File: config.mk
export PLATFORM = sky130hd
export DESIGN_NAME = seq_window_gap_tracker_top
export DESIGN_NICKNAME = d
export VERILOG_FILES = /design/src/rtl/swgt_pkg.sv /design/src/rtl/seq_window_gap_tracker_top.sv
export SDC_FILE = /design/constraint.sdc
export NUM_CORES = 2
export LEC_CHECK = 0
export BUFFER_PORTS_ARGS = -buffer_cell sky130_fd_sc_hd__buf_2
export CAP_MARGIN = 20
export CORE_MARGIN = 3
export CORE_UTILIZATION = 50
export CTS_BUF_LIST = sky130_fd_sc_hd__clkbuf_8
export DETAILED_ROUTE_END_ITERATION = 16
export HOLD_SLACK_MARGIN = 0.1
export PLACE_DENSITY = 0.68
export SLEW_MARGIN = 20
export SYNTH_ARGS = -nofsm -noshare
export SYNTH_HDL_FRONTEND = slang
export SYNTH_SLANG_ARGS = --single-unit
File: constraint.sdc
create_clock -name i_clk -period 5.6 [get_ports i_clk]
set_input_delay 1.12 -clock i_clk [delete_from_list [all_inputs] [get_ports i_clk]]
set_output_delay 1.12 -clock i_clk [all_outputs]
set_load 0.02 [all_outputs]
File: src/rtl/swgt_pkg.sv
// Package for the sequence window gap tracker.
// Holds the sequencer state type, the opcode and status codes and parameter defaults.
// No dependencies.
`default_nettype none

package swgt_pkg;

    localparam int unsigned MISSING_DEPTH_DEF = 64;
    localparam int unsigned WINDOW_SPAN_DEF   = 16;

    localparam int unsigned SEQ_W    = 32;
    localparam int unsigned STATUS_W = 3;
    localparam int unsigned MCOUNT_W = 7;

    // Opcodes carried on the slave-side tuser
    localparam logic OP_RECEIVE = 1'b0;
    localparam logic OP_ADVANCE = 1'b1;

    // Result status codes
    localparam logic [STATUS_W-1:0] ST_NEW       = 3'd0;
    localparam logic [STATUS_W-1:0] ST_RECOVERED = 3'd1;
    localparam logic [STATUS_W-1:0] ST_DUPLICATE = 3'd2;
    localparam logic [STATUS_W-1:0] ST_BEYOND    = 3'd3;
    localparam logic [STATUS_W-1:0] ST_ADVANCE   = 3'd4;

    typedef enum logic [2:0] {
        S_CLEAR,
        S_IDLE,
        S_MATCH,
        S_GAP,
        S_DONE
    } t_state;

endpackage

`default_nettype wire

File: src/rtl/seq_window_gap_tracker_top.sv
// Sequence window gap tracker: highest number, new-packet count and missing table.
// Depends on swgt_pkg (state type, opcode and status codes, defaults).
// Flow: advance and beyond-window items go from S_IDLE straight to S_DONE; other receives
//   sweep the table in S_MATCH (one comparator sweeps the table a slot a cycle), and once
//   more in S_GAP when gaps are stored. A new item is taken only after S_DONE hands the result
//   on; a result still held in the output register keeps the sequencer waiting in S_DONE.
// Reset: synchronous, active low; then a clearing pass over all MISSING_DEPTH slots, s_axis_tready low.
`default_nettype none

module seq_window_gap_tracker_top #(
    parameter int unsigned MISSING_DEPTH = swgt_pkg::MISSING_DEPTH_DEF,
    parameter int unsigned WINDOW_SPAN   = swgt_pkg::WINDOW_SPAN_DEF
) (
    input  wire logic        i_clk,
    input  wire logic        i_rst_n,
    // slave side
    input  wire logic        s_axis_tvalid,
    output logic             s_axis_tready,
    input  wire logic [31:0] s_axis_tdata,   // [31:0] seq_no
    input  wire logic [0:0]  s_axis_tuser,   // [0] opcode
    // master side
    output logic             m_axis_tvalid,
    input  wire logic        m_axis_tready,
    output logic [79:0]      m_axis_tdata,   // [0] accepted, [1] gap_lost, [33:2] last_seq,
                                             // [65:34] packet_count, [72:66] missing_count,
                                             // [79:73] zero
    output logic [2:0]       m_axis_tuser    // [2:0] status
);
    import swgt_pkg::*;

    localparam int unsigned IDX_W = (MISSING_DEPTH > 1) ? $clog2(MISSING_DEPTH) : 1;
    localparam int unsigned CNT_W = $clog2(MISSING_DEPTH + 1);
    localparam int unsigned GAP_W = $clog2(WINDOW_SPAN + 1);
    localparam int unsigned ENT_W = SEQ_W + 1;           // valid flag on top of the entry
    localparam int unsigned VLD_B = SEQ_W;
    localparam logic [IDX_W-1:0] LAST_IDX = IDX_W'(MISSING_DEPTH - 1);
    localparam int unsigned PAD_W = 80 - (2 + 2 * SEQ_W + MCOUNT_W);

    // ------------------------------------------------------------------
    // Missing table: one write port, one registered read port.
    // ------------------------------------------------------------------
    logic [ENT_W-1:0] r_mem [MISSING_DEPTH];
    logic [ENT_W-1:0] r_rd_data;
    logic             w_we;
    logic [IDX_W-1:0] w_waddr;
    logic [ENT_W-1:0] w_wdata;
    logic [IDX_W-1:0] w_raddr;

    always_ff @(posedge i_clk) begin
        if (w_we) begin
            r_mem[w_waddr] <= w_wdata;
        end
        r_rd_data <= r_mem[w_raddr];
    end

    // ------------------------------------------------------------------
    // Sequencer state
    // ------------------------------------------------------------------
    t_state              r_state,     n_state;
    logic [IDX_W-1:0]    r_idx,       n_idx;       // read (or clear) address issued
    logic                r_rd_vld,    n_rd_vld;    // r_rd_data belongs to r_rd_idx
    logic [IDX_W-1:0]    r_rd_idx;
    logic [SEQ_W-1:0]    r_seq,       n_seq;
    logic [SEQ_W-1:0]    r_highest,   n_highest;
    logic [SEQ_W-1:0]    r_total,     n_total;
    logic [CNT_W-1:0]    r_count,     n_count;
    logic [SEQ_W-1:0]    r_gap_val,   n_gap_val;   // next skipped number to store
    logic [GAP_W-1:0]    r_gap_left,  n_gap_left;  // skipped numbers still to store

    // pending result fields
    logic                r_res_acc,    n_res_acc;
    logic [STATUS_W-1:0] r_res_status, n_res_status;
    logic                r_res_lost,   n_res_lost;

    // output register
    logic                r_out_valid,  n_out_valid;
    logic                r_out_acc,    n_out_acc;
    logic [STATUS_W-1:0] r_out_status, n_out_status;
    logic                r_out_lost,   n_out_lost;
    logic [SEQ_W-1:0]    r_out_last,   n_out_last;
    logic [SEQ_W-1:0]    r_out_total,  n_out_total;
    logic [MCOUNT_W-1:0] r_out_count,  n_out_count;

    logic             w_in_acc;
    logic             w_beyond;
    logic             w_hit;
    logic [GAP_W-1:0] w_gap_cnt;
    logic             w_store;
    logic [GAP_W-1:0] w_left_nx;
    logic [IDX_W-1:0] w_idx_inc;

    assign s_axis_tready = (r_state == S_IDLE);
    assign w_in_acc  = s_axis_tvalid && s_axis_tready;
    // window limit taken in 33 bits so it cannot wrap
    assign w_beyond  = {1'b0, s_axis_tdata} > ({1'b0, r_highest} + (SEQ_W + 1)'(WINDOW_SPAN));
    assign w_hit     = r_rd_data[VLD_B] && (r_rd_data[SEQ_W-1:0] == r_seq);
    assign w_gap_cnt = GAP_W'(r_seq - r_highest - 32'd1);
    assign w_store   = !r_rd_data[VLD_B];
    assign w_left_nx = r_gap_left - GAP_W'(w_store);
    assign w_idx_inc = (r_idx == LAST_IDX) ? '0 : r_idx + IDX_W'(1);

    always_comb begin
        n_state      = r_state;
        n_idx        = r_idx;
        n_rd_vld     = 1'b0;
        n_seq        = r_seq;
        n_highest    = r_highest;
        n_total      = r_total;
        n_count      = r_count;
        n_gap_val    = r_gap_val;
        n_gap_left   = r_gap_left;
        n_res_acc    = r_res_acc;
        n_res_status = r_res_status;
        n_res_lost   = r_res_lost;
        n_out_valid  = r_out_valid && !m_axis_tready;
        n_out_acc    = r_out_acc;
        n_out_status = r_out_status;
        n_out_lost   = r_out_lost;
        n_out_last   = r_out_last;
        n_out_total  = r_out_total;
        n_out_count  = r_out_count;
        w_we         = 1'b0;
        w_waddr      = r_rd_idx;
        w_wdata      = '0;
        w_raddr      = r_idx;

        unique case (r_state)
            S_CLEAR: begin
                w_we    = 1'b1;
                w_waddr = r_idx;
                w_wdata = '0;
                if (r_idx == LAST_IDX) begin
                    n_idx   = '0;
                    n_state = S_IDLE;
                end else begin
                    n_idx = r_idx + IDX_W'(1);
                end
            end

            S_IDLE: begin
                if (w_in_acc) begin
                    n_seq = s_axis_tdata;
                    if (s_axis_tuser[0] == OP_ADVANCE) begin
                        n_highest    = r_highest + 32'd1;
                        n_res_acc    = 1'b0;
                        n_res_status = ST_ADVANCE;
                        n_res_lost   = 1'b0;
                        n_state      = S_DONE;
                    end else if (w_beyond) begin
                        n_res_acc    = 1'b0;
                        n_res_status = ST_BEYOND;
                        n_res_lost   = 1'b0;
                        n_state      = S_DONE;
                    end else begin
                        n_idx   = '0;
                        n_state = S_MATCH;
                    end
                end
            end

            S_MATCH: begin
                n_idx    = w_idx_inc;
                n_rd_vld = 1'b1;
                if (r_rd_vld) begin
                    if (w_hit) begin
                        // lowest matching slot: free it
                        w_we         = 1'b1;
                        w_wdata      = '0;
                        n_count      = r_count - CNT_W'(1);
                        n_res_acc    = 1'b1;
                        n_res_status = ST_RECOVERED;
                        n_res_lost   = 1'b0;
                        n_rd_vld     = 1'b0;
                        n_state      = S_DONE;
                    end else if (r_rd_idx == LAST_IDX) begin
                        n_rd_vld = 1'b0;
                        if (r_seq > r_highest) begin
                            if (w_gap_cnt == '0) begin
                                n_highest    = r_seq;
                                n_total      = r_total + 32'd1;
                                n_res_acc    = 1'b1;
                                n_res_status = ST_NEW;
                                n_res_lost   = 1'b0;
                                n_state      = S_DONE;
                            end else begin
                                n_gap_val  = r_highest + 32'd1;
                                n_gap_left = w_gap_cnt;
                                n_idx      = '0;
                                n_state    = S_GAP;
                            end
                        end else begin
                            n_res_acc    = 1'b0;
                            n_res_status = ST_DUPLICATE;
                            n_res_lost   = 1'b0;
                            n_state      = S_DONE;
                        end
                    end
                end
            end

            S_GAP: begin
                n_idx    = w_idx_inc;
                n_rd_vld = 1'b1;
                if (r_rd_vld) begin
                    if (w_store) begin
                        w_we      = 1'b1;
                        w_wdata   = {1'b1, r_gap_val};
                        n_gap_val = r_gap_val + 32'd1;
                        n_count   = r_count + CNT_W'(1);
                    end
                    n_gap_left = w_left_nx;
                    if (w_left_nx == '0 || r_rd_idx == LAST_IDX) begin
                        n_highest    = r_seq;
                        n_total      = r_total + 32'd1;
                        n_res_acc    = 1'b1;
                        n_res_status = ST_NEW;
                        n_res_lost   = (w_left_nx != '0);
                        n_rd_vld     = 1'b0;
                        n_state      = S_DONE;
                    end
                end
            end

            S_DONE: begin
                if (!r_out_valid || m_axis_tready) begin
                    n_out_valid  = 1'b1;
                    n_out_acc    = r_res_acc;
                    n_out_status = r_res_status;
                    n_out_lost   = r_res_lost;
                    n_out_last   = r_highest;
                    n_out_total  = r_total;
                    n_out_count  = MCOUNT_W'(r_count);
                    n_state      = S_IDLE;
                end
            end

            default: begin
                n_state = S_IDLE;
            end
        endcase
    end

    always_ff @(posedge i_clk) begin
        if (!i_rst_n) begin
            r_state     <= S_CLEAR;
            r_idx       <= '0;
            r_rd_vld    <= 1'b0;
            r_highest   <= '0;
            r_total     <= '0;
            r_count     <= '0;
            r_out_valid <= 1'b0;
        end else begin
            r_state     <= n_state;
            r_idx       <= n_idx;
            r_rd_vld    <= n_rd_vld;
            r_highest   <= n_highest;
            r_total     <= n_total;
            r_count     <= n_count;
            r_out_valid <= n_out_valid;
        end
    end

    always_ff @(posedge i_clk) begin
        r_rd_idx     <= w_raddr;
        r_seq        <= n_seq;
        r_gap_val    <= n_gap_val;
        r_gap_left   <= n_gap_left;
        r_res_acc    <= n_res_acc;
        r_res_status <= n_res_status;
        r_res_lost   <= n_res_lost;
        r_out_acc    <= n_out_acc;
        r_out_status <= n_out_status;
        r_out_lost   <= n_out_lost;
        r_out_last   <= n_out_last;
        r_out_total  <= n_out_total;
        r_out_count  <= n_out_count;
    end

    assign m_axis_tvalid = r_out_valid;
    assign m_axis_tuser  = r_out_status;
    assign m_axis_tdata  = {PAD_W'(0), r_out_count, r_out_total, r_out_last,
                            r_out_lost, r_out_acc};

    // ------------------------------------------------------------------
    // Assertions
    // ------------------------------------------------------------------
    a_count_bound: assert property (@(posedge i_clk) disable iff (!i_rst_n)
        r_count <= CNT_W'(MISSING_DEPTH))
        else $error("missing table count above depth");

    a_no_accept_in_clear: assert property (@(posedge i_clk) disable iff (!i_rst_n)
        (r_state == S_CLEAR) |-> !s_axis_tready)
        else $error("item taken during clearing pass");

    a_lost_only_new: assert property (@(posedge i_clk) disable iff (!i_rst_n)
        (r_out_valid && r_out_lost) |-> (r_out_status == ST_NEW))
        else $error("gap_lost flagged on a non-new result");

    a_advance_fields: assert property (@(posedge i_clk) disable iff (!i_rst_n)
        (r_out_valid && r_out_status == ST_ADVANCE) |-> (!r_out_acc && !r_out_lost))
        else $error("advance result carries accepted or gap_lost");

    a_recover_drops_count: assert property (@(posedge i_clk) disable iff (!i_rst_n)
        (r_state == S_MATCH && r_rd_vld && w_hit) |=> (r_count == $past(r_count) - CNT_W'(1)))
        else $error("recovered match did not release a slot");

endmodule

`default_nettype wire
### Yosys cells after proc, flatten, opt, wreduce, memory -nomap -nowiden

Memories as Yosys holds them, arrays and structs flattened. A register that Yosys moved wholly into a read port is not among the register bits.
Cells that the tools add are included.

* bits in registers: 238
* RAM bits: 2112
* bits of input ports: 37
* output and inout bits: 85
* word-level logic and storage cells: 195
* memories: 1

Memories
* r_mem: words 64, bits a word 33, read ports 1, clocked after Yosys merged registers in 1, wr ports 1, RTL line seq_window_gap_tracker_top.sv:42 `logic [ENT_W-1:0] r_mem [MISSING_DEPTH];`

* add/sub/neg operators: 10
* $lt $le $gt $ge: 2
* equality and inequality tests: 26
* muxes and demuxes: 110
* reduce and logical (&&, ||, !) cells: 26

Operator list (number)
* $mux W32: 23
* $pmux W32 S2: 2
* $mux W33: 3
* $add A32 B1 Y32 const B: 3
* $pmux W32 S3: 1
* $mux W3: 22
* $mux W6: 10
* $add A32 B5 Y33 const B: 1
* $gt A32 B33 Y1: 1
* $eq A32 B32 Y1: 1
* $gt A32 B32 Y1: 1
* $mux W1: 30
* $mux W5: 6
* $mux W7: 4
* $ne A2 B2 Y1 const B: 14
* $reduce_and A8 Y1: 3
* $pmux W6 S3: 1
* $pmux W3 S5: 1
* $pmux W7 S2: 1
* $reduce_and A7 Y1: 2
* $eq A6 B6 Y1 const B: 2
* $logic_not A5 Y1: 2
* $pmux W5 S2: 1
* $reduce_and A10 Y1: 1
* other kinds (27): 38

### Logic depth before layout (Yosys ltp)

* depth in word-level cells: 9
* depth in mapped cells: 16
* gate-level depth less buffers: 16

### Least setup slack after synthesis

OpenSTA, ideal clock, no wires.

* path kind: register to register
* start: register r_state[1]
* end: memory r_mem[0][23] in the netlist's numbering, data pin
* setup time: 0.865 ns
* arrival time: 4.934 ns
* data required time: 4.735 ns
* slack: -0.199 ns
* cell stages (with the launch flop): 9
* path buffers: 4
* period minus slack after synthesis: 5.799 ns
* path through: dfxtp_1 > clkbuf_1 > nor2b_1 > clkbuf_1 > and2_1 > buf_2 > clkinv_1 > clkbuf_1 > nor4_1

* word-level cells in the longest chain between the ends: 2

Ends and longest elaborated chain
* start, declared: RTL line seq_window_gap_tracker_top.sv:59 `t_state r_state, n_state;`
* start signal, assigned: RTL line seq_window_gap_tracker_top.sv:253 `r_state <= n_state;`
* $eq A3 B2 Y1: RTL line seq_window_gap_tracker_top.sv:127 `unique case (r_state)`
* $mux W33
* named net w_wdata[23]: RTL line seq_window_gap_tracker_top.sv:46 `logic [ENT_W-1:0] w_wdata;`
* end, declared: RTL line seq_window_gap_tracker_top.sv:42

The timed path passes the listed nets, and every way through them passes these cells.

### Worst setup path after layout

* start: register r_highest[4]
* end: register r_res_lost, enable pin

* word-level cells in the longest chain between the ends: 5
* elaborated cells between the ends (all ways): 9
* those cells by class: add/sub (3); order compare (2); eq/ne (2); reduce/logical (2)

Ends and longest elaborated chain
* start, declared: RTL line seq_window_gap_tracker_top.sv:64 `logic [SEQ_W-1:0] r_highest, n_highest;`
* start signal, assigned: RTL line seq_window_gap_tracker_top.sv:256 `r_highest <= n_highest;`
* branches (longest 4 deep; another with $add A32 B5 Y33)
* $reduce_and A8 Y1 (no source line) (*)
* end signal, assigned: RTL line seq_window_gap_tracker_top.sv:270 `r_res_lost <= n_res_lost;`
* end, declared: RTL line seq_window_gap_tracker_top.sv:73 `logic r_res_lost, n_res_lost;`

Every way passes the cells marked *.
A chain may end at the register's enable or synchronous reset.

==> results.md <==
- Initial Util: 0.5053
- Max Cap Viol: 0
- Fin. max-slew vios: 0
- Pin count of the biggest net entering global routing: 85
- # fillers: 13.67k
- Reg power frac: 0.513
- Final Hold Vio Count: 0
- Routed wl met3: 23.09 mm
- Worst relative slew slack: 0.2151
- Layout cell share with drive strength beyond 1: 0.2981
- Synth top area share: 0.7219
- Crit path required time: 6.30 ns
- Post-synthesis xor/xnor area fraction: 0.01257
- Overflow after GRT: 0
- Root buffer cell: clkbuf_8
- Critical path capture point type: register
- # H-tree levels: 5
- Boundary Pins: 122
- Hold depth: 1
- Share of power burned in combinational logic: 0.156
- Final RePlAce weighted congestion: 0.8987
- Overall via count from detail_route: 47.31k
- Met2 wire len: 108.2 mm
- Total Neg Setup Slack: 0 ns
- Synth area leader: edfxtp_1
- Post-route clock period utilization: 0.8573
- CP startpoint kind: register
- Post-Syn Instances: 4489
- Final Non-Filler Cells: 7691
- Met1 WL: 95.29 mm
- Sw Share: 0.2658
- Clk_skew: 0.08293 ns
- Synth async-reset ratio: 0
- CTS resizes: 0
- Synth Area in Compound Gates: 0.01941
- Core Region: 186200 sq um
- Worst r2r src: r_highest[4]$_SDFFE_PN0P_
- Die area: 193400 sq um
- YS warnings: 0
- Status: complete, no violations
- Largest family of logic cells by synthesized area: multiplexers
- Post-synth top cells: edfxtp_1, mux4_2, nor2_1, nand2_1, clkbuf_1
- Worst-case clock buffer depth: 4
- Crit Path Category: reg2reg
- Clock-pin transition on the worst setup and hold timing paths: 0.06 ns
- Clock Latency Late Sink: 1.07 ns
- Synthesized cell area: 94100 sq um
- Chip Width: 439.8 um
- Worst-path maximum fanout: 11
- Number of global-route vias before repair: 47.06k
- Post-DP HPWL: 144.5 mm
- Multiplexer share of the synthesized area: 0.1665
- CTS tree: built
- GRT Total Usage: 0.2449
- Number of antenna violations at the first check in global routing: 13
- Reg2Reg Setup Slack: 0.80 ns
- Clock Sinks: 2383
- Postcts setup bufs: 0
- Placed insts: 7039
- Layout Utilization: 0.5679
- Ys flop type: edfxtp_1
- Cts hold-fix bufs: 0
- Area Overhead vs Synth: 12.40%
- Row count: 158
- R2R depth: 14
- Pleak: 29.18 nW
- VDD IR-drop max: 302.2 uV
- Endpoints failing setup: 0
- Sequential area share after synthesis: 0.7476
- First-pass iteration count of the detailed router: 5
- Internal: 29.30 mW
- Drt wl/cell: 30.45 um
- Post-layout nets: 5067
- Remaining antenna violation count: 0
- Highest Signal Layer: met4
- Post-Route WL: 234.2 mm
- IO Port Bufs: 114
- PD cells: 377.4 nW/um^2
- Largest cells by area after synthesis: edfxtp_1, mux4_2, dfxtp_1
- DRT iter0 DRCs: 6235
- First-pass GRT wire length: 338.8 mm
- Simple-Gate Fraction of Synth Area: 0.03076
- R2r endpoint: r_res_lost$_SDFFCE_PN0P_
- # DRC: 0
- Flops & latches, synth: 2383
- Adder-cell area share of the yosys netlist: 0.01080
- CTS Buf Count: 388
- Post-synthesis cell type count: 71
- WP data arrival: 5.50 ns
- P_sw: 10.61 mW
- Clock power share: 0.331
- Synth Area per Inst: 20.96 sq um
- Minimum clock period after layout: 4.801 ns
- Worst-Margin Slew: 1.177 ns
- Fmax achieved: 208.3 MHz
- Count leader, synth: edfxtp_1
- Worst Setup SP: r_highest[4]$_SDFFE_PN0P_
- Die height: 439.8 um
- Vias per Instance: 6.151
- Number of synthesized flops with an enable pin: 2262
- Crit path capture: r_res_lost$_SDFFCE_PN0P_
- RSZ-0062 raised after global routing: no
- Hold Crit Class: in2reg
==> logic make-up after synthesis <==
group	after synthesis
compound gates	293
xor+xnor	135
fa+ha+maj	80
buf+inv	285
flops	2383
mux	711
other cells	1
simple gates	601
==> sequential cells by signal, indices dropped and copies added (netlist names), 5 cells and up <==
| signal | cells |
|---|---|
| r_total | 32 |
| r_highest | 32 |
| r_out_last | 32 |
| r_out_total | 32 |
| r_out_count | 7 |
| r_gap_left | 5 |
| r_gap_val | 32 |
| r_rd_idx | 6 |
| r_mem | 2112 |
| r_count | 7 |
| r_seq | 32 |
| r_rd_data | 33 |
| r_idx | 6 |
==> worst max-delay path, cell delays in order, from the launching register on <==
cell and delay (ns):
dfxtp_1 0.57, nand4_1 0.27, nor4_1 0.54, and3_1 0.35
and2_1 0.28, nand4_1 0.15, xnor2_1 0.18, ha_1 0.28
nand3_1 0.11, or4_1 0.56, nor3_1 0.21, a21oi_1 0.18
o21ai_0 0.23, nand2_1 0.12, nor2_1 0.44
==> area by class of cell <==
type / count / area [sq um] / share of cell area
diodes: 8 / 20.02 / 0.0001893
clock inverters: 242 / 1075 / 0.01016
well taps: 2480 / 3103 / 0.02934
repair buffers: 294 / 2288 / 0.02164
clock buffers: 401 / 5519 / 0.05218
multi-input cells: 1827 / 23170 / 0.2191
inverters: 56 / 219.0 / 0.002070
flip-flops and latches: 2383 / 70370 / 0.6653
==> routing by layer <==
layer	track usage	vias up
met1	0.3597	24880
met3	0.05390	390
met5	0	-
met4	0.08156	0
met2	0.3690	2483
li1	-	19550
==> per-stage QoR <==
stage | hold WS [ns] | power (mW) | worst slack (ns) | cell area [sq um]
after global placement | 0.4168 | 27.07 | 0.8743 | 99130
after global routing | 0.2266 | 41.36 | 0.4469 | 105700
after floorplan | 0.3290 | 24.65 | 0.5068 | 94130
final | 0.2770 | 39.91 | 0.7991 | 105800
after CTS | 0.1685 | 40.28 | 0.8319 | 105700
after detailed placement | 0.4054 | 27.11 | 0.8108 | 99130
==> placed cells by master (no fill, tap or decap), types with 18 or more instances in the layout <==
| cell type | n |
|---|---|
| a21oi_1 | 118 |
| and2_2 | 27 |
| and3_1 | 22 |
| buf_12 | 29 |
| buf_2 | 114 |
| buf_4 | 150 |
| clkbuf_8 | 401 |
| clkinv_1 | 86 |
| clkinv_2 | 31 |
| dfxtp_1 | 116 |
| edfxtp_1 | 2262 |
| ha_1 | 78 |
| inv_1 | 168 |
| mux2i_1 | 18 |
| mux4_2 | 682 |
| nand2_1 | 160 |
| nand3_1 | 50 |
| nand4_1 | 39 |
| nor2_1 | 100 |
| nor2_4 | 64 |
| nor3_1 | 28 |
| nor4_1 | 20 |
| o21ai_0 | 72 |
| or3_1 | 23 |
| xnor2_1 | 82 |
| xor2_1 | 53 |
==> worst min path at each step <==
stage / start / end / slack [ns]
global route: s_axis_tdata[30] / r_seq[30]$_DFFE_PP_ / 0.23
detailed placement: r_res_acc$_DFFE_PP_ / r_out_acc$_DFFE_PP_ / 0.41
CTS: s_axis_tdata[10] / r_seq[10]$_DFFE_PP_ / 0.17
finish: s_axis_tdata[11] / r_seq[11]$_DFFE_PP_ / 0.28
global placement: r_res_acc$_DFFE_PP_ / r_out_acc$_DFFE_PP_ / 0.42
floorplan: r_idx[3]$_SDFFE_PN0P_ / r_rd_idx[3]$_DFF_P_ / 0.33
==> power by group through the flow <==
stage / Combinational [mW] / Clock, mW / Sequential (mW)
5_1_grt: 6.55 / 14.3 / 20.5
6_report: 6.24 / 13.2 / 20.5
3_5_place_dp: 6.29 / 0 / 20.8
3_3_place_gp: 6.28 / 0 / 20.8
2_1_floorplan: 4.06 / 0 / 20.6
4_1_cts: 6.31 / 13.5 / 20.5
Note: power is estimated with default switching activity, not from simulation.
